`config.mk`:
```
export PLATFORM = sky130hd
export DESIGN_NAME = rpn_ctrl
export DESIGN_NICKNAME = d
export VERILOG_FILES = /design/src/rtl/core/rpn_pkg.sv /design/src/rtl/core/rpn_ctrl.sv
export SDC_FILE = /design/constraint.sdc
export NUM_CORES = 1
export LEC_CHECK = 0
export ABC_AREA = 1
export BUFFER_PORTS_ARGS = -buffer_cell sky130_fd_sc_hd__buf_4
export CAP_MARGIN = 40
export CORE_UTILIZATION = 44
export DETAILED_ROUTE_END_ITERATION = 8
export GPL_TIMING_DRIVEN = 0
export HOLD_SLACK_MARGIN = 0.12
export PLACE_DENSITY = 0.85
export SYNTH_ARGS = -nofsm -noshare
export SYNTH_HDL_FRONTEND = slang
export SYNTH_SLANG_ARGS = --single-unit
```
`constraint.sdc`:
```
create_clock -name clk_i -period 2.2 [get_ports clk_i]
set_input_delay 0.66 -clock clk_i [delete_from_list [all_inputs] [get_ports clk_i]]
set_output_delay 0.66 -clock clk_i [all_outputs]
set_load 0.01 [all_outputs]
```
`src/rtl/core/rpn_pkg.sv`:
```
// package for the rpn stack calculator: payload types, codes and state encoding
package rpn_pkg;

  typedef enum logic [3:0] {
    CMD_PUSH   = 4'd0,
    CMD_ADD    = 4'd1,
    CMD_SUB    = 4'd2,
    CMD_MUL    = 4'd3,
    CMD_DIV    = 4'd4,
    CMD_NEG    = 4'd5,
    CMD_DUP    = 4'd6,
    CMD_SWAP   = 4'd7,
    CMD_PRINT  = 4'd8,
    CMD_CLEAR  = 4'd9,
    CMD_LIST   = 4'd10
  } cmd_e;

  typedef enum logic [2:0] {
    ST_DONE    = 3'd0,
    ST_SHOWN   = 3'd1,
    ST_FEW     = 3'd2,
    ST_DIVZERO = 3'd3,
    ST_FULL    = 3'd4
  } status_e;

  typedef struct packed {
    logic [3:0]         cmd;
    logic signed [31:0] operand;
  } in_t;

  typedef struct packed {
    logic signed [31:0] value;
    logic [2:0]         status;
    logic               last;
  } out_t;

  typedef enum logic [3:0] {
    S_IDLE,
    S_RD_TOP,
    S_RD_SEC,
    S_EXEC,
    S_MUL,
    S_DIV,
    S_WB1,
    S_WB2,
    S_LIST_RD,
    S_LIST_OUT,
    S_OUT
  } state_e;

  typedef enum logic [1:0] {
    RD_TOP,
    RD_SEC,
    RD_LIST
  } rd_sel_e;

  typedef enum logic [2:0] {
    WR_NONE,
    WR_PUSH,
    WR_DUP,
    WR_RES,
    WR_SWAP_HI,
    WR_SWAP_LO,
    WR_NEG
  } wr_sel_e;

  typedef enum logic [1:0] {
    CNT_HOLD,
    CNT_INC,
    CNT_DEC,
    CNT_CLR
  } cnt_op_e;

  typedef enum logic [1:0] {
    OP_ADD,
    OP_SUB,
    OP_MUL,
    OP_DIV
  } alu_op_e;

  typedef struct packed {
    logic    rd_en;
    rd_sel_e rd_sel;
    logic    cap_top;
    logic    cap_sec;
    wr_sel_e wr_sel;
    cnt_op_e cnt_op;
    logic    alu_start;
    alu_op_e alu_op;
    logic    res_cap;
    logic    list_init;
    logic    list_step;
    logic    out_load;
    logic    out_show;
    logic    out_last;
    status_e out_status;
  } ctrl_t;

  typedef struct packed {
    logic empty;
    logic one_only;
    logic full;
    logic top_zero;
    logic alu_busy;
    logic list_last;
    logic out_busy;
  } stat_t;

endpackage

```
`src/rtl/core/rpn_ctrl.sv`:
```
// controller state machine sequencing each command
module rpn_ctrl import rpn_pkg::*; (
  input  logic  clk_i,
  input  logic  rst_ni,
  input  logic  in_valid_i,
  input  in_t   in_i,
  output logic  in_ready_o,
  output ctrl_t ctrl_o,
  input  stat_t stat_i
);

  state_e  state_q, state_d;
  logic [3:0] cmd_q, cmd_d;
  status_e st_q, st_d;

  always_ff @(posedge clk_i or negedge rst_ni) begin
    if (!rst_ni) begin
      state_q <= S_IDLE;
      cmd_q   <= CMD_PUSH;
      st_q    <= ST_DONE;
    end else begin
      state_q <= state_d;
      cmd_q   <= cmd_d;
      st_q    <= st_d;
    end
  end

  always_comb begin
    state_d = state_q;
    cmd_d   = cmd_q;
    st_d    = st_q;
    ctrl_o  = '0;
    ctrl_o.rd_sel = RD_TOP;
    ctrl_o.wr_sel = WR_NONE;
    ctrl_o.cnt_op = CNT_HOLD;
    ctrl_o.out_status = ST_DONE;
    unique case (cmd_q)
      CMD_SUB: ctrl_o.alu_op = OP_SUB;
      CMD_MUL: ctrl_o.alu_op = OP_MUL;
      CMD_DIV: ctrl_o.alu_op = OP_DIV;
      default: ctrl_o.alu_op = OP_ADD;
    endcase
    in_ready_o = (state_q == S_IDLE);
    unique case (state_q)
      S_IDLE: begin
        if (in_valid_i) begin
          cmd_d   = in_i.cmd;
          st_d    = ST_DONE;
          state_d = S_OUT;
          unique case (in_i.cmd) inside
            CMD_PUSH: begin
              if (stat_i.full) st_d = ST_FULL;
              else state_d = S_WB1;
            end
            CMD_ADD, CMD_SUB, CMD_MUL, CMD_DIV, CMD_SWAP: begin
              if (stat_i.empty || stat_i.one_only) st_d = ST_FEW;
              else state_d = S_RD_TOP;
            end
            CMD_NEG, CMD_PRINT: begin
              if (stat_i.empty) st_d = ST_FEW;
              else state_d = S_RD_TOP;
            end
            CMD_DUP: begin
              if (stat_i.empty) st_d = ST_FEW;
              else if (stat_i.full) st_d = ST_FULL;
              else state_d = S_RD_TOP;
            end
            CMD_CLEAR: ctrl_o.cnt_op = CNT_CLR;
            CMD_LIST: begin
              if (!stat_i.empty) begin
                ctrl_o.list_init = 1'b1;
                state_d = S_LIST_RD;
              end
            end
            default: ;
          endcase
          if (in_i.cmd == CMD_PRINT && !stat_i.empty) ctrl_o.rd_en = 1'b1;
          if (state_d == S_RD_TOP) ctrl_o.rd_en = 1'b1;
        end
      end
      S_RD_TOP: begin
        ctrl_o.cap_top = 1'b1;
        if (cmd_q == CMD_PRINT) begin
          if (!stat_i.out_busy) begin
            ctrl_o.out_load   = 1'b1;
            ctrl_o.out_show   = 1'b1;
            ctrl_o.out_last   = 1'b1;
            ctrl_o.out_status = ST_SHOWN;
            state_d = S_IDLE;
          end
        end else if (cmd_q == CMD_NEG || cmd_q == CMD_DUP) begin
          state_d = S_EXEC;
        end else begin
          ctrl_o.rd_en  = 1'b1;
          ctrl_o.rd_sel = RD_SEC;
          state_d = S_RD_SEC;
        end
      end
      S_RD_SEC: begin
        ctrl_o.cap_sec = 1'b1;
        state_d = S_EXEC;
      end
      S_EXEC: begin
        state_d = S_OUT;
        unique case (cmd_q)
          CMD_NEG:  ctrl_o.wr_sel = WR_NEG;
          CMD_DUP: begin
            ctrl_o.wr_sel = WR_DUP;
            ctrl_o.cnt_op = CNT_INC;
          end
          CMD_SWAP: begin
            ctrl_o.wr_sel = WR_SWAP_HI;
            state_d = S_WB2;
          end
          CMD_MUL, CMD_DIV: begin
            if (cmd_q == CMD_DIV && stat_i.top_zero) st_d = ST_DIVZERO;
            else begin
              ctrl_o.alu_start = 1'b1;
              state_d = S_MUL;
            end
          end
          default: begin
            ctrl_o.res_cap = 1'b1;
            state_d = S_DIV;
          end
        endcase
      end
      S_MUL: begin
        if (!stat_i.alu_busy) begin
          ctrl_o.res_cap = 1'b1;
          state_d = S_DIV;
        end
      end
      S_DIV: begin
        ctrl_o.wr_sel = WR_RES;
        ctrl_o.cnt_op = CNT_DEC;
        state_d = S_OUT;
      end
      S_WB1: begin
        ctrl_o.wr_sel = WR_PUSH;
        ctrl_o.cnt_op = CNT_INC;
        state_d = S_OUT;
      end
      S_WB2: begin
        ctrl_o.wr_sel = WR_SWAP_LO;
        state_d = S_OUT;
      end
      S_LIST_RD: begin
        ctrl_o.rd_en  = 1'b1;
        ctrl_o.rd_sel = RD_LIST;
        state_d = S_LIST_OUT;
      end
      S_LIST_OUT: begin
        if (!stat_i.out_busy) begin
          ctrl_o.out_load   = 1'b1;
          ctrl_o.out_show   = 1'b1;
          ctrl_o.out_status = ST_SHOWN;
          ctrl_o.out_last   = stat_i.list_last;
          ctrl_o.list_step  = 1'b1;
          state_d = stat_i.list_last ? S_IDLE : S_LIST_RD;
        end
      end
      S_OUT: begin
        if (!stat_i.out_busy) begin
          ctrl_o.out_load   = 1'b1;
          ctrl_o.out_last   = 1'b1;
          ctrl_o.out_status = st_q;
          state_d = S_IDLE;
        end
      end
      default: state_d = S_IDLE;
    endcase
  end

endmodule

```
==> results.py <==
metrics = {
    "critical_path": {
        "worstPathRequired_ns": 1.54,
        "worst-path-buf-inv": 4,
        "worstReg2RegStart": "state_q[3]$_DFFE_PN0P_",
        "cp.depth": 9,
        "cpLargestDelayFamily": "simple AND/OR/NAND/NOR gates",
        "cpPeakStageDelay_ns": 0.40,
        "cp_data_arrival_time_ns": 1.63,
        "cp-startpoint": "state_q[3]$_DFFE_PN0P_",
        "path_max_fanout": 3,
        "reg2reg_depth": 10,
        "startpoint_type": "flip-flop",
        "r2r_slack_ns": 0.64,
        "critPathKind": "flip-flop to output port",
        "end_kind": "output port",
        "crit_slowest_cell": "dfrtp_1",
        "path_cells": "nor2_2 > inv_2 > nor2_8 > inv_4 > nor2_4 > buf_6 > nand2_2 > o221ai_2 > buf_4",
    },
    "clocking": {
        "cts-root-buf": "clkbuf_4",
        "clk_path_buf_depth": 2,
        "clkSlewWorstSetupHoldPaths_ns": 0.06,
        "cts_tree": "built",
        "cts_sinks": 11,
        "cts_inserted_buffers": 3,
        "h-tree-depth": 1,
        "clock_latency_ns": 0.26,
    },
    "global_routing": {
        "grtUsageTotal_pct": 24.6,
        "grt_antenna_before_repair": 0,
        "gr-total-overflow": 0,
        "grt_pass1_vias": 1253,
        "grt_pass1_wl_um": 5180,
        "gr-max-usage-layer": "met2",
        "met1_usage_pct": 31.6,
        "grtUsageMet2_pct": 44.2,
        "grt_max_degree": 12,
        "met3_usage_pct": 0.847,
    },
    "worst_hold_path": {
        "hold_path.class": "input pin to asynchronous set/reset pin",
    },
    "timing": {
        "slew_headroom_pct": 82.0,
        "post-route-period-util_pct": 104,
        "rsz0062_at_grt": "yes",
        "clock_skew_ns": 0.000722,
        "finalHoldViolCount": 0,
        "finalCriticalPeriod_ns": 2.29,
        "max_freq_mhz": 437,
        "fin_ws_ns": -0.0869,
        "tightest_slew_ns": 0.269,
        "fin_tns_setup_ns": -0.277,
        "setup_violations": 7,
        "drv_slew": 0,
    },
    "run_status": {
        "status": "finished with violations",
        "violations": "setup timing",
    },
    "power": {
        "peakVddDrop_mv": 0.749,
        "p_leak_uw": 0.000927,
        "p_per_area_nw_per_um2": 1180,
    },
    "routing": {
        "drtAntennaViolNets": 0,
        "wirelength_um": 3570,
        "dr_total_vias": 1523,
        "drc": 0,
        "drtPass1Iterations": 4,
        "avgRoutedWirePerCell_um": 12.3,
        "drt_iter0_drc": 55,
        "post_drt_via_cell_ratio": 5.23,
    },
    "placed_design": {
        "globalplace.congestion": 0.901,
        "post-dp-hpwl_um": 2500,
        "place_ws_ns": -0.114,
        "io_buffers": 36,
    },
    "yosys": {
        "synth_warnings": 0,
        "yosysTopAreaCell": "dfrtp_1",
        "ys_seq_area_share_pct": 23.5,
        "synth.distinct_cells": 25,
        "synth.cell_area_um2": 1170,
        "synth.avg_cell_area_um2": 5.65,
        "ys_top_cells_by_area": "dfrtp_1 24%, nand2_1 21%, nor2_1 11%",
        "syn-instance-count": 207,
        "syn_nets": 253,
        "synth-seq-cells": 11,
        "synth_top_area_share_pct": 23.5,
    },
    "final_layout": {
        "n_antenna_cell": 0,
        "drive_above_1_share_pct": 41.8,
        "syn2layout_area_growth_pct": 47.7,
        "fin_util_pct": 69.1,
        "final_nets": 308,
        "final.fill_count": 226,
    },
    "floorplan": {
        "start_util_pct": 46.8,
        "coreArea_um2": 2500,
        "die_area_um2": 2870,
        "placementRows": 18,
        "die_w_um": 53.6,
        "ios": 69,
        "die_h_um": 53.6,
    },
    "job": {
        "max_cap_viol_count": 0,
    },
}
==> layout make-up <==
cell class | count | area, µm² | area share [%]
multi-input combinational | 160 | 856 | 49.5
timing repair buffer | 50 | 387 | 22.4
sequential | 11 | 277 | 16.0
inverter | 35 | 134 | 7.75
tap | 30 | 37.5 | 2.17
clock buffer | 4 | 26.3 | 1.52
buffer | 1 | 11.3 | 0.652
==> metal layers <==
| metal | wire, µm | vias to the layer above |
|---|---|---|
| li1 | - | 761 |
| met1 | 1540 | 690 |
| met2 | 1760 | 61 |
| met3 | 157 | 11 |
| met4 | 100 | 0 |
| met5 | 0 | - |
==> cells by family after synthesis <==
logic type	after synthesis	synth area share, %
compound gates	24	12.6
buf+inv	36	11.9
flops	11	23.5
simple gates	136	52.0
==> timing repair <==
action                                  4_1_cts  5_1_grt
hold endpoints to repair                      0        0
buffers inserted                              6        8
resized for setup                            17       25
endpoints found under the setup margin       10       14
pin swaps                                     7        8
hold buffers                                  0        0
==> cell usage in the layout, fill, tap and decap left out, types with 2 or more instances in the layout <==
cell type,netlist,final
nor2_1,33,23
a21oi_1,2,2
dfrtp_1,11,10
inv_1,28,20
o21ai_1,7,7
nand3_1,18,16
nor2_4,2,5
clkbuf_4,0,3
nand2_1,65,59
buf_4,1,47
o221ai_2,0,2
nand3_2,1,3
buf_6,0,4
nor3_1,3,2
nand2_2,7,13
nor2_2,3,10
o21ai_0,8,7
inv_2,7,14
==> path summary, 6_finish.rpt <==
kind / end
max in group asynchronous: state_q[1]$_DFFE_PN0P_
setup reg to reg: cmd_q[1]$_DFFE_PN0P_
min in group clk_i: st_q[1]$_DFFE_PN0P_
hold / removal: cmd_q[0]$_DFFE_PN0P_
hold reg to reg: st_q[1]$_DFFE_PN0P_
setup / recovery: ctrl_o[21]
==> stage by stage <==
step           total power [µW]  cell area [µm²]  std cells  hold slack, ns
2_1_floorplan              1180             1170        207           0.364
3_3_place_gp               1530             1480        273           0.493
3_5_place_dp               1560             1480        273           0.500
4_1_cts                    1790             1600        283           0.221
5_1_grt                    2200             1730        291           0.228
6_report                   2040             1730        291           0.218
==> Yosys cell counts <==
| cell | count |
|---|---|
| a21oi_1 | 2 |
| a21oi_2 | 1 |
| and3_1 | 1 |
| buf_4 | 1 |
| dfrtp_1 | 11 |
| inv_1 | 28 |
| inv_2 | 7 |
| nand2_1 | 65 |
| nand2_2 | 7 |
| nand3_1 | 18 |
| nand3_2 | 1 |
| nand3b_1 | 1 |
| nand4_1 | 1 |
| nor2_1 | 33 |
| nor2_2 | 3 |
| nor2_4 | 2 |
| nor2_8 | 1 |
| nor3_1 | 3 |
| o211ai_1 | 1 |
| o211ai_2 | 1 |
| o21ai_0 | 8 |
| o21ai_1 | 7 |
| o221ai_1 | 2 |
| o31ai_1 | 1 |
| o32ai_1 | 1 |
==> power by group <==
part / switching (µW) / internal (µW)
sequential: 82.2 / 298
combinational: 903 / 623
clock: 59.5 / 70.0
total: 1040 / 991
==> registers in the layout, summed over array words and instances, names as in the netlist <==
register / cells
cmd_q: 4
state_q: 4
st_q: 3
(Power assumes the default switching activity.)
