### src/rtl/core/rpn_pkg.sv
// package for the rpn stack calculator: payload types, codes and state encoding
package rpn_pkg;

  typedef enum logic [3:0] {
    CMD_PUSH   = 4'd0,
    CMD_ADD    = 4'd1,
    CMD_SUB    = 4'd2,
    CMD_MUL    = 4'd3,
    CMD_DIV    = 4'd4,
    CMD_NEG    = 4'd5,
    CMD_DUP    = 4'd6,
    CMD_SWAP   = 4'd7,
    CMD_PRINT  = 4'd8,
    CMD_CLEAR  = 4'd9,
    CMD_LIST   = 4'd10
  } cmd_e;

  typedef enum logic [2:0] {
    ST_DONE    = 3'd0,
    ST_SHOWN   = 3'd1,
    ST_FEW     = 3'd2,
    ST_DIVZERO = 3'd3,
    ST_FULL    = 3'd4
  } status_e;

  typedef struct packed {
    logic [3:0]         cmd;
    logic signed [31:0] operand;
  } in_t;

  typedef struct packed {
    logic signed [31:0] value;
    logic [2:0]         status;
    logic               last;
  } out_t;

  typedef enum logic [3:0] {
    S_IDLE,
    S_RD_TOP,
    S_RD_SEC,
    S_EXEC,
    S_MUL,
    S_DIV,
    S_WB1,
    S_WB2,
    S_LIST_RD,
    S_LIST_OUT,
    S_OUT
  } state_e;

  typedef enum logic [1:0] {
    RD_TOP,
    RD_SEC,
    RD_LIST
  } rd_sel_e;

  typedef enum logic [2:0] {
    WR_NONE,
    WR_PUSH,
    WR_DUP,
    WR_RES,
    WR_SWAP_HI,
    WR_SWAP_LO,
    WR_NEG
  } wr_sel_e;

  typedef enum logic [1:0] {
    CNT_HOLD,
    CNT_INC,
    CNT_DEC,
    CNT_CLR
  } cnt_op_e;

  typedef enum logic [1:0] {
    OP_ADD,
    OP_SUB,
    OP_MUL,
    OP_DIV
  } alu_op_e;

  typedef struct packed {
    logic    rd_en;
    rd_sel_e rd_sel;
    logic    cap_top;
    logic    cap_sec;
    wr_sel_e wr_sel;
    cnt_op_e cnt_op;
    logic    alu_start;
    alu_op_e alu_op;
    logic    res_cap;
    logic    list_init;
    logic    list_step;
    logic    out_load;
    logic    out_show;
    logic    out_last;
    status_e out_status;
  } ctrl_t;

  typedef struct packed {
    logic empty;
    logic one_only;
    logic full;
    logic top_zero;
    logic alu_busy;
    logic list_last;
    logic out_busy;
  } stat_t;

endpackage

### src/rtl/core/rpn_alu.sv
// fixed-point multiply and iterative divide unit with saturation
module rpn_alu import rpn_pkg::*; #(
  parameter int FRACTION_BITS = 16
) (
  input  logic               clk_i,
  input  logic               rst_ni,
  input  logic               start_i,
  input  alu_op_e            op_i,
  input  logic signed [31:0] a_i,
  input  logic signed [31:0] b_i,
  output logic               busy_o,
  output logic signed [31:0] res_o
);

  localparam int NumW  = 32 + FRACTION_BITS;
  localparam int CntW  = $clog2(NumW + 2);
  localparam logic signed [63:0] Max32 = 64'sd2147483647;
  localparam logic signed [63:0] Min32 = -64'sd2147483648;

  logic              busy_q, busy_d;
  logic              is_div_q, is_div_d;
  logic [CntW-1:0]   cnt_q, cnt_d;
  logic [NumW-1:0]   num_q, num_d;
  logic [32:0]       rem_q, rem_d;
  logic [31:0]       den_q, den_d;
  logic              neg_q, neg_d;
  logic signed [63:0] prod_q, prod_d;
  logic signed [31:0] res_q, res_d;

  logic [31:0] a_abs, b_abs;
  logic [32:0] rem_sh, rem_sub;
  logic signed [63:0] mq, dq;
  logic [63:0] qmag;

  always_comb begin
    a_abs   = a_i[31] ? 32'(-a_i) : 32'(a_i);
    b_abs   = b_i[31] ? 32'(-b_i) : 32'(b_i);
    rem_sh  = {rem_q[31:0], num_q[NumW-1]};
    rem_sub = rem_sh - {1'b0, den_q};
    mq      = prod_q >>> FRACTION_BITS;
    qmag    = 64'(num_q);
    dq      = neg_q ? -$signed(qmag) : $signed(qmag);
  end

  always_comb begin
    busy_d   = busy_q;
    is_div_d = is_div_q;
    cnt_d    = cnt_q;
    num_d    = num_q;
    rem_d    = rem_q;
    den_d    = den_q;
    neg_d    = neg_q;
    prod_d   = prod_q;
    res_d    = res_q;
    if (start_i) begin
      busy_d   = 1'b1;
      is_div_d = (op_i == OP_DIV);
      num_d    = NumW'(a_abs) << FRACTION_BITS;
      rem_d    = '0;
      den_d    = b_abs;
      neg_d    = a_i[31] ^ b_i[31];
      prod_d   = a_i * b_i;
      cnt_d    = (op_i == OP_DIV) ? CntW'(NumW) : CntW'(1);
    end else if (busy_q) begin
      if (is_div_q) begin
        if (cnt_q != '0) begin
          if (!rem_sub[32]) begin
            rem_d = rem_sub;
            num_d = {num_q[NumW-2:0], 1'b1};
          end else begin
            rem_d = rem_sh;
            num_d = {num_q[NumW-2:0], 1'b0};
          end
          cnt_d = cnt_q - CntW'(1);
        end else begin
          busy_d = 1'b0;
          if (dq > Max32) res_d = 32'sh7fffffff;
          else if (dq < Min32) res_d = 32'sh80000000;
          else res_d = 32'(dq);
        end
      end else begin
        busy_d = 1'b0;
        if (mq > Max32) res_d = 32'sh7fffffff;
        else if (mq < Min32) res_d = 32'sh80000000;
        else res_d = 32'(mq);
      end
    end
  end

  always_ff @(posedge clk_i or negedge rst_ni) begin
    if (!rst_ni) begin
      busy_q <= 1'b0;
    end else begin
      busy_q <= busy_d;
    end
  end

  always_ff @(posedge clk_i) begin
    is_div_q <= is_div_d;
    cnt_q    <= cnt_d;
    num_q    <= num_d;
    rem_q    <= rem_d;
    den_q    <= den_d;
    neg_q    <= neg_d;
    prod_q   <= prod_d;
    res_q    <= res_d;
  end

  assign busy_o = busy_q;
  assign res_o  = res_q;

endmodule

### src/rtl/core/rpn_datapath.sv
// datapath: stack memory, count, operand registers, alu and output register
module rpn_datapath import rpn_pkg::*; #(
  parameter int STACK_DEPTH   = 32,
  parameter int FRACTION_BITS = 16
) (
  input  logic               clk_i,
  input  logic               rst_ni,
  input  in_t                in_i,
  input  logic               in_cap_i,
  input  ctrl_t              ctrl_i,
  output stat_t              stat_o,
  output logic               out_valid_o,
  input  logic               out_ready_i,
  output out_t               out_o
);

  localparam int AW = $clog2(STACK_DEPTH);
  localparam int CW = $clog2(STACK_DEPTH + 1);

  logic signed [31:0] mem [STACK_DEPTH];
  logic signed [31:0] rd_q;
  logic [CW-1:0]      cnt_q, cnt_d;
  logic [CW-1:0]      idx_q, idx_d;
  logic signed [31:0] opnd_q, top_q, sec_q, res_q;
  logic               out_valid_q;
  out_t               out_q;

  logic [CW-1:0]      rd_addr_w, wr_addr_w;
  logic               wr_en;
  logic signed [31:0] wr_data, addsub, negv;
  logic signed [32:0] sum33;
  logic               alu_busy;
  logic signed [31:0] alu_res;

  rpn_alu #(.FRACTION_BITS(FRACTION_BITS)) u_alu (
    .clk_i   (clk_i),
    .rst_ni  (rst_ni),
    .start_i (ctrl_i.alu_start),
    .op_i    (ctrl_i.alu_op),
    .a_i     (sec_q),
    .b_i     (top_q),
    .busy_o  (alu_busy),
    .res_o   (alu_res)
  );

  always_comb begin
    unique case (ctrl_i.rd_sel)
      RD_TOP:  rd_addr_w = cnt_q - CW'(1);
      RD_SEC:  rd_addr_w = cnt_q - CW'(2);
      default: rd_addr_w = idx_q - CW'(1);
    endcase
  end

  always_comb begin
    sum33 = (ctrl_i.alu_op == OP_SUB) ? 33'(sec_q) - 33'(top_q) : 33'(sec_q) + 33'(top_q);
    if (sum33[32] != sum33[31]) addsub = sum33[32] ? 32'sh80000000 : 32'sh7fffffff;
    else addsub = sum33[31:0];
    negv = (top_q == 32'sh80000000) ? 32'sh7fffffff : -top_q;
  end

  always_comb begin
    wr_en     = 1'b1;
    wr_addr_w = cnt_q;
    wr_data   = opnd_q;
    unique case (ctrl_i.wr_sel)
      WR_PUSH:    begin wr_addr_w = cnt_q;          wr_data = opnd_q; end
      WR_DUP:     begin wr_addr_w = cnt_q;          wr_data = top_q;  end
      WR_RES:     begin wr_addr_w = cnt_q - CW'(2); wr_data = res_q;  end
      WR_SWAP_HI: begin wr_addr_w = cnt_q - CW'(1); wr_data = sec_q;  end
      WR_SWAP_LO: begin wr_addr_w = cnt_q - CW'(2); wr_data = top_q;  end
      WR_NEG:     begin wr_addr_w = cnt_q - CW'(1); wr_data = negv;   end
      default:    wr_en = 1'b0;
    endcase
  end

  always_ff @(posedge clk_i) begin
    if (wr_en) mem[wr_addr_w[AW-1:0]] <= wr_data;
    if (ctrl_i.rd_en) rd_q <= mem[rd_addr_w[AW-1:0]];
  end

  always_comb begin
    unique case (ctrl_i.cnt_op)
      CNT_INC: cnt_d = cnt_q + CW'(1);
      CNT_DEC: cnt_d = cnt_q - CW'(1);
      CNT_CLR: cnt_d = '0;
      default: cnt_d = cnt_q;
    endcase
    idx_d = idx_q;
    if (ctrl_i.list_init) idx_d = cnt_q;
    else if (ctrl_i.list_step) idx_d = idx_q - CW'(1);
  end

  always_ff @(posedge clk_i or negedge rst_ni) begin
    if (!rst_ni) begin
      cnt_q       <= '0;
      out_valid_q <= 1'b0;
    end else begin
      cnt_q <= cnt_d;
      if (ctrl_i.out_load) out_valid_q <= 1'b1;
      else if (out_ready_i) out_valid_q <= 1'b0;
    end
  end

  always_ff @(posedge clk_i) begin
    idx_q <= idx_d;
    if (in_cap_i) opnd_q <= in_i.operand;
    if (ctrl_i.cap_top) top_q <= rd_q;
    if (ctrl_i.cap_sec) sec_q <= rd_q;
    if (ctrl_i.res_cap) res_q <= (ctrl_i.alu_op == OP_ADD || ctrl_i.alu_op == OP_SUB)
                                 ? addsub : alu_res;
    if (ctrl_i.out_load) begin
      out_q.value  <= ctrl_i.out_show ? rd_q : 32'sd0;
      out_q.status <= ctrl_i.out_status;
      out_q.last   <= ctrl_i.out_last;
    end
  end

  assign stat_o.empty     = (cnt_q == '0);
  assign stat_o.one_only  = (cnt_q == CW'(1));
  assign stat_o.full      = (cnt_q >= CW'(STACK_DEPTH));
  assign stat_o.top_zero  = (top_q == 32'sd0);
  assign stat_o.alu_busy  = alu_busy;
  assign stat_o.list_last = (idx_q == CW'(1));
  assign stat_o.out_busy  = out_valid_q && !out_ready_i;
  assign out_valid_o      = out_valid_q;
  assign out_o            = out_q;

endmodule

### config.mk
export PLATFORM = sky130hd
export DESIGN_NAME = rpn_datapath
export DESIGN_NICKNAME = d
export VERILOG_FILES = /design/src/rtl/core/rpn_pkg.sv /design/src/rtl/core/rpn_alu.sv /design/src/rtl/core/rpn_datapath.sv
export SDC_FILE = /design/constraint.sdc
export NUM_CORES = 2
export LEC_CHECK = 0
export ABC_AREA = 0
export ABC_CLOCK_PERIOD_IN_PS = 26900
export BUFFER_PORTS_ARGS = -buffer_cell sky130_fd_sc_hd__buf_4
export CAP_MARGIN = 10
export CELL_PAD_IN_SITES_DETAIL_PLACEMENT = 1
export CELL_PAD_IN_SITES_GLOBAL_PLACEMENT = 1
export CORE_ASPECT_RATIO = 0.75
export CORE_MARGIN = 3
export CORE_UTILIZATION = 35
export CTS_CLUSTER_SIZE = 30
export DETAILED_ROUTE_END_ITERATION = 8
export PLACE_DENSITY_LB_ADDON = 0.2
export SLEW_MARGIN = 20
export SYNTH_ARGS = -nofsm -noshare
export SYNTH_HDL_FRONTEND = slang
export SYNTH_SLANG_ARGS = --single-unit
### constraint.sdc
create_clock -name clk_i -period 26.9 [get_ports clk_i]
set_input_delay 1.345 -clock clk_i [delete_from_list [all_inputs] [get_ports clk_i]]
set_output_delay 1.345 -clock clk_i [all_outputs]
set_load 0.005 [all_outputs]
==> results.md <==
- Total global-route track usage: 23.2%
- Critical Path Source: top_q[0]$_DFFE_PP_
- Top-area cell type share of the netlist area: 42.2%
- Register area: 42500 um^2
- Global-route wire length before repair: 485000 um
- Root Driver: clkbuf_16
- DP Area: 104000 um^2
- CTS Hold Buffers Added: 0
- Synth area leader: edfxtp_1
- Crit-path max FO: 14
- Cell with the most instances after synthesis: edfxtp_1
- GR Overflow Total: 0
- Core Region: 277000 um^2
- Largest net degree at the start of global routing: 106
- Slowest stage delay, CP: 0.86 ns
- Crit path max-delay family: adder cells
- Critical Path RT: 27.50 ns
- Synth cell types: 96
- Post-Route Skew: 0.0718 ns
- Top sig layer: met5
- # resized after CTS: 0
- Reg clk slew, reported paths: 0.07 ns
- Syn-to-layout area delta: 11.0%
- Row count: 167
- #FFs+latches synth: 1434
- Slew headroom: 15.5%
- Post-route ant nets: 0
- Worst-margin pin slew: 1.25 ns
- Routed wire per std cell: 28.0 um
- Share of cells above drive strength 1: 11.3%
- Number of cells after detailed placement: 11521
- Hpwl dp: 229000 um
- Setup TNS: 0 ns
- Max clock buf depth: 3
- Synthesized area: 98000 um^2
- Vias: 63851
- Total of warnings raised by yosys: 0
- Commonest cells in the netlist: edfxtp_1 (1378), fa_1 (1083), inv_1 (1062)
- Post-CTS Setup Inserts: 0
- Final Slew Violations: 0
- Vias in the first global route: 68532
- Syn_area_per_cell: 12.3 um^2
- Multi-input gate area: 50200 um^2
- Cells after Synth: 7965
- Crit path capture type: flop
- Post-route minimum period: 10.12 ns
- Initial core utilization: 35.3%
- Count of buffers from port buffering: 101
- Initial antenna violation count: 19
- # DRC: 0
- WL met1: 161000 um
- Post-route cell area: 109000 um^2
- RR Endpoint: u_alu.prod_q[60]$_DFFE_PP_
- Number of nets in the layout: 9367
- Drt initial violations: 5944
- FFs w/ async S/R, synth: 0.558%
- H-Tree Depth: 4
- Buf+Inv Stages, Crit Path: 8
- EDFF count, synth: 1378
- Top post-synthesis cells by area: edfxtp_1 (42%), fa_1 (22%), mux4_2 (5.9%)
- Pre-antenna DRT Iters: 5
- CTS Sinks: 1434
- Die height: 464 um
- Worst r2r src: top_q[0]$_DFFE_PP_
- CP most frequent cell: fa_1
- Number of buffers created by CTS: 159
- Worst hold path type: input pin to asynchronous set/reset pin
- Critical path arrival: 10.72 ns
- RSZ-0062 raised after global routing: false
- Via density: 5.41
- GPL Wtd Cong: 0.903
- Die Span X: 617 um
- Post-synthesis sequential area ratio: 43.4%
- Status: complete, no violations
- Met3 WL: 23300 um
- CTS tree: built
- Fillers: 29446
- Hold Fails Final Rpt: 0
- Worst reg-to-reg path cell count: 25
- Max Clk Rate: 98.8 MHz
- # IOs: 106
- Maxcap violations: 0
- Final setup vio count: 0
- Total Wirelength: 331000 um
- CP max stage cell: fa_1
- Critical path class: flop to flop
- Worst setup SP type: flop
- Final period util: 37.6%
- Die area: 287000 um^2
- Met2 WL: 139000 um
- FF-to-FF setup slack: 16.78 ns
- Non-Filler Instances: 11811
- Syn nets: 9368
- Skew-Pair Late Insertion Delay: 0.84 ns
- Main flop type after synthesis: edfxtp_1
[how the worst max path moves through the flow]
stage	slack (ns)	cells past startpoint	endpoint
floorplan	18.36	28	u_alu.prod_q[60]$_DFFE_PP_
global placement	16.88	25	u_alu.prod_q[60]$_DFFE_PP_
detailed placement	16.72	25	u_alu.prod_q[60]$_DFFE_PP_
CTS	16.72	25	u_alu.prod_q[60]$_DFFE_PP_
global route	16.24	25	u_alu.prod_q[60]$_DFFE_PP_
finish	16.78	25	u_alu.prod_q[60]$_DFFE_PP_
[cells in the final DEF (no fill, tap or decap), types with 44 or more instances in the layout]
| cell | netlist | final |
|---|---|---|
| buf_4 | 3 | 290 |
| nor3_1 | 47 | 47 |
| mux4_2 | 256 | 256 |
| fa_1 | 1083 | 1083 |
| nor2b_1 | 58 | 57 |
| inv_1 | 1062 | 1062 |
| dfxtp_1 | 48 | 48 |
| edfxtp_1 | 1378 | 1378 |
| nand2_1 | 1017 | 1015 |
| o211ai_1 | 44 | 44 |
| nand3_1 | 108 | 108 |
| a21o_1 | 52 | 52 |
| clkbuf_16 | 0 | 160 |
| ha_1 | 258 | 258 |
| a21oi_2 | 27 | 45 |
| nor2_1 | 318 | 286 |
| o21ai_0 | 239 | 236 |
| a21oi_1 | 228 | 201 |
| and2_1 | 470 | 470 |
| xnor2_1 | 188 | 187 |
| xor2_1 | 84 | 84 |
[kinds of logic (layout without fill, tap and decap cells)]
kind of cell | count (synthesis) | in the layout | share of synthesized area, %
and+or+nand+nor | 2212 | 2212 | 10.7
buffers and inverters | 1524 | 1643 | 5.96
DFF | 1434 | 1434 | 43.4
adders and majority gates | 1341 | 1341 | 25.4
AOI/OAI and AO/OA | 879 | 879 | 5.79
muxes | 303 | 303 | 6.37
xor gates and xnor gates | 272 | 272 | 2.43
other | 0 | 9 | 0
[final cells by class]
type / instances / area share (%)
antenna: 9 / 0.0207
clock buffer: 194 / 3.80
clock inverter: 87 / 0.913
inverter: 1067 / 3.68
multi-input combinational: 5007 / 46.1
sequential: 1434 / 39.1
tap: 3718 / 4.28
timing repair buffer: 295 / 2.08
[routing by layer]
| metal | global-route usage [%] | up-vias |
|---|---|---|
| met3 | 3.78 | 352 |
| li1 | - | 26761 |
| met5 | 0 | - |
| met1 | 36.2 | 34614 |
| met4 | 5.35 | 4 |
| met2 | 33.5 | 2120 |
[state kept, by name, indices dropped and copies added, names as in the netlist, 36 cells and up]
signal,count
u_alu.prod_q,48
u_alu.num_q,48
out_o,36
mem,1024
[per-stage QoR]
stage	utilization, %	hold slack, ns	worst slack [ns]
floorplan	-	0.436	18.36
global placement	37.3	0.454	16.88
detailed placement	37.3	0.471	16.72
CTS	39.2	0.374	16.72
global route	39.2	0.380	16.24
finish	39.2	0.423	16.78
[worst register-to-register path: stages, from the launching register on]
cell      delay, ns
edfxtp_1       0.33
buf_4          0.27
clkinv_1       0.57
buf_4          0.44
nor2_1         0.31
ha_1           0.37
fa_1           0.55
fa_1           0.51
buf_4          0.26
fa_1           0.88
inv_1          0.62
fa_1           0.69
inv_1          0.06
fa_1           0.54
inv_1          0.05
fa_1           0.48
inv_1          0.06
fa_1           0.47
ha_1           0.38
a21o_1         0.20
a21oi_1        0.32
nor2_1         0.10
a21oi_1        0.51
a211oi_1       0.22
or4_1          0.57
xnor2_1        0.14
Power is left out: the tool's default activity adds up to more than one toggle a clock period on the data nets, which glitch-free logic cannot reach.
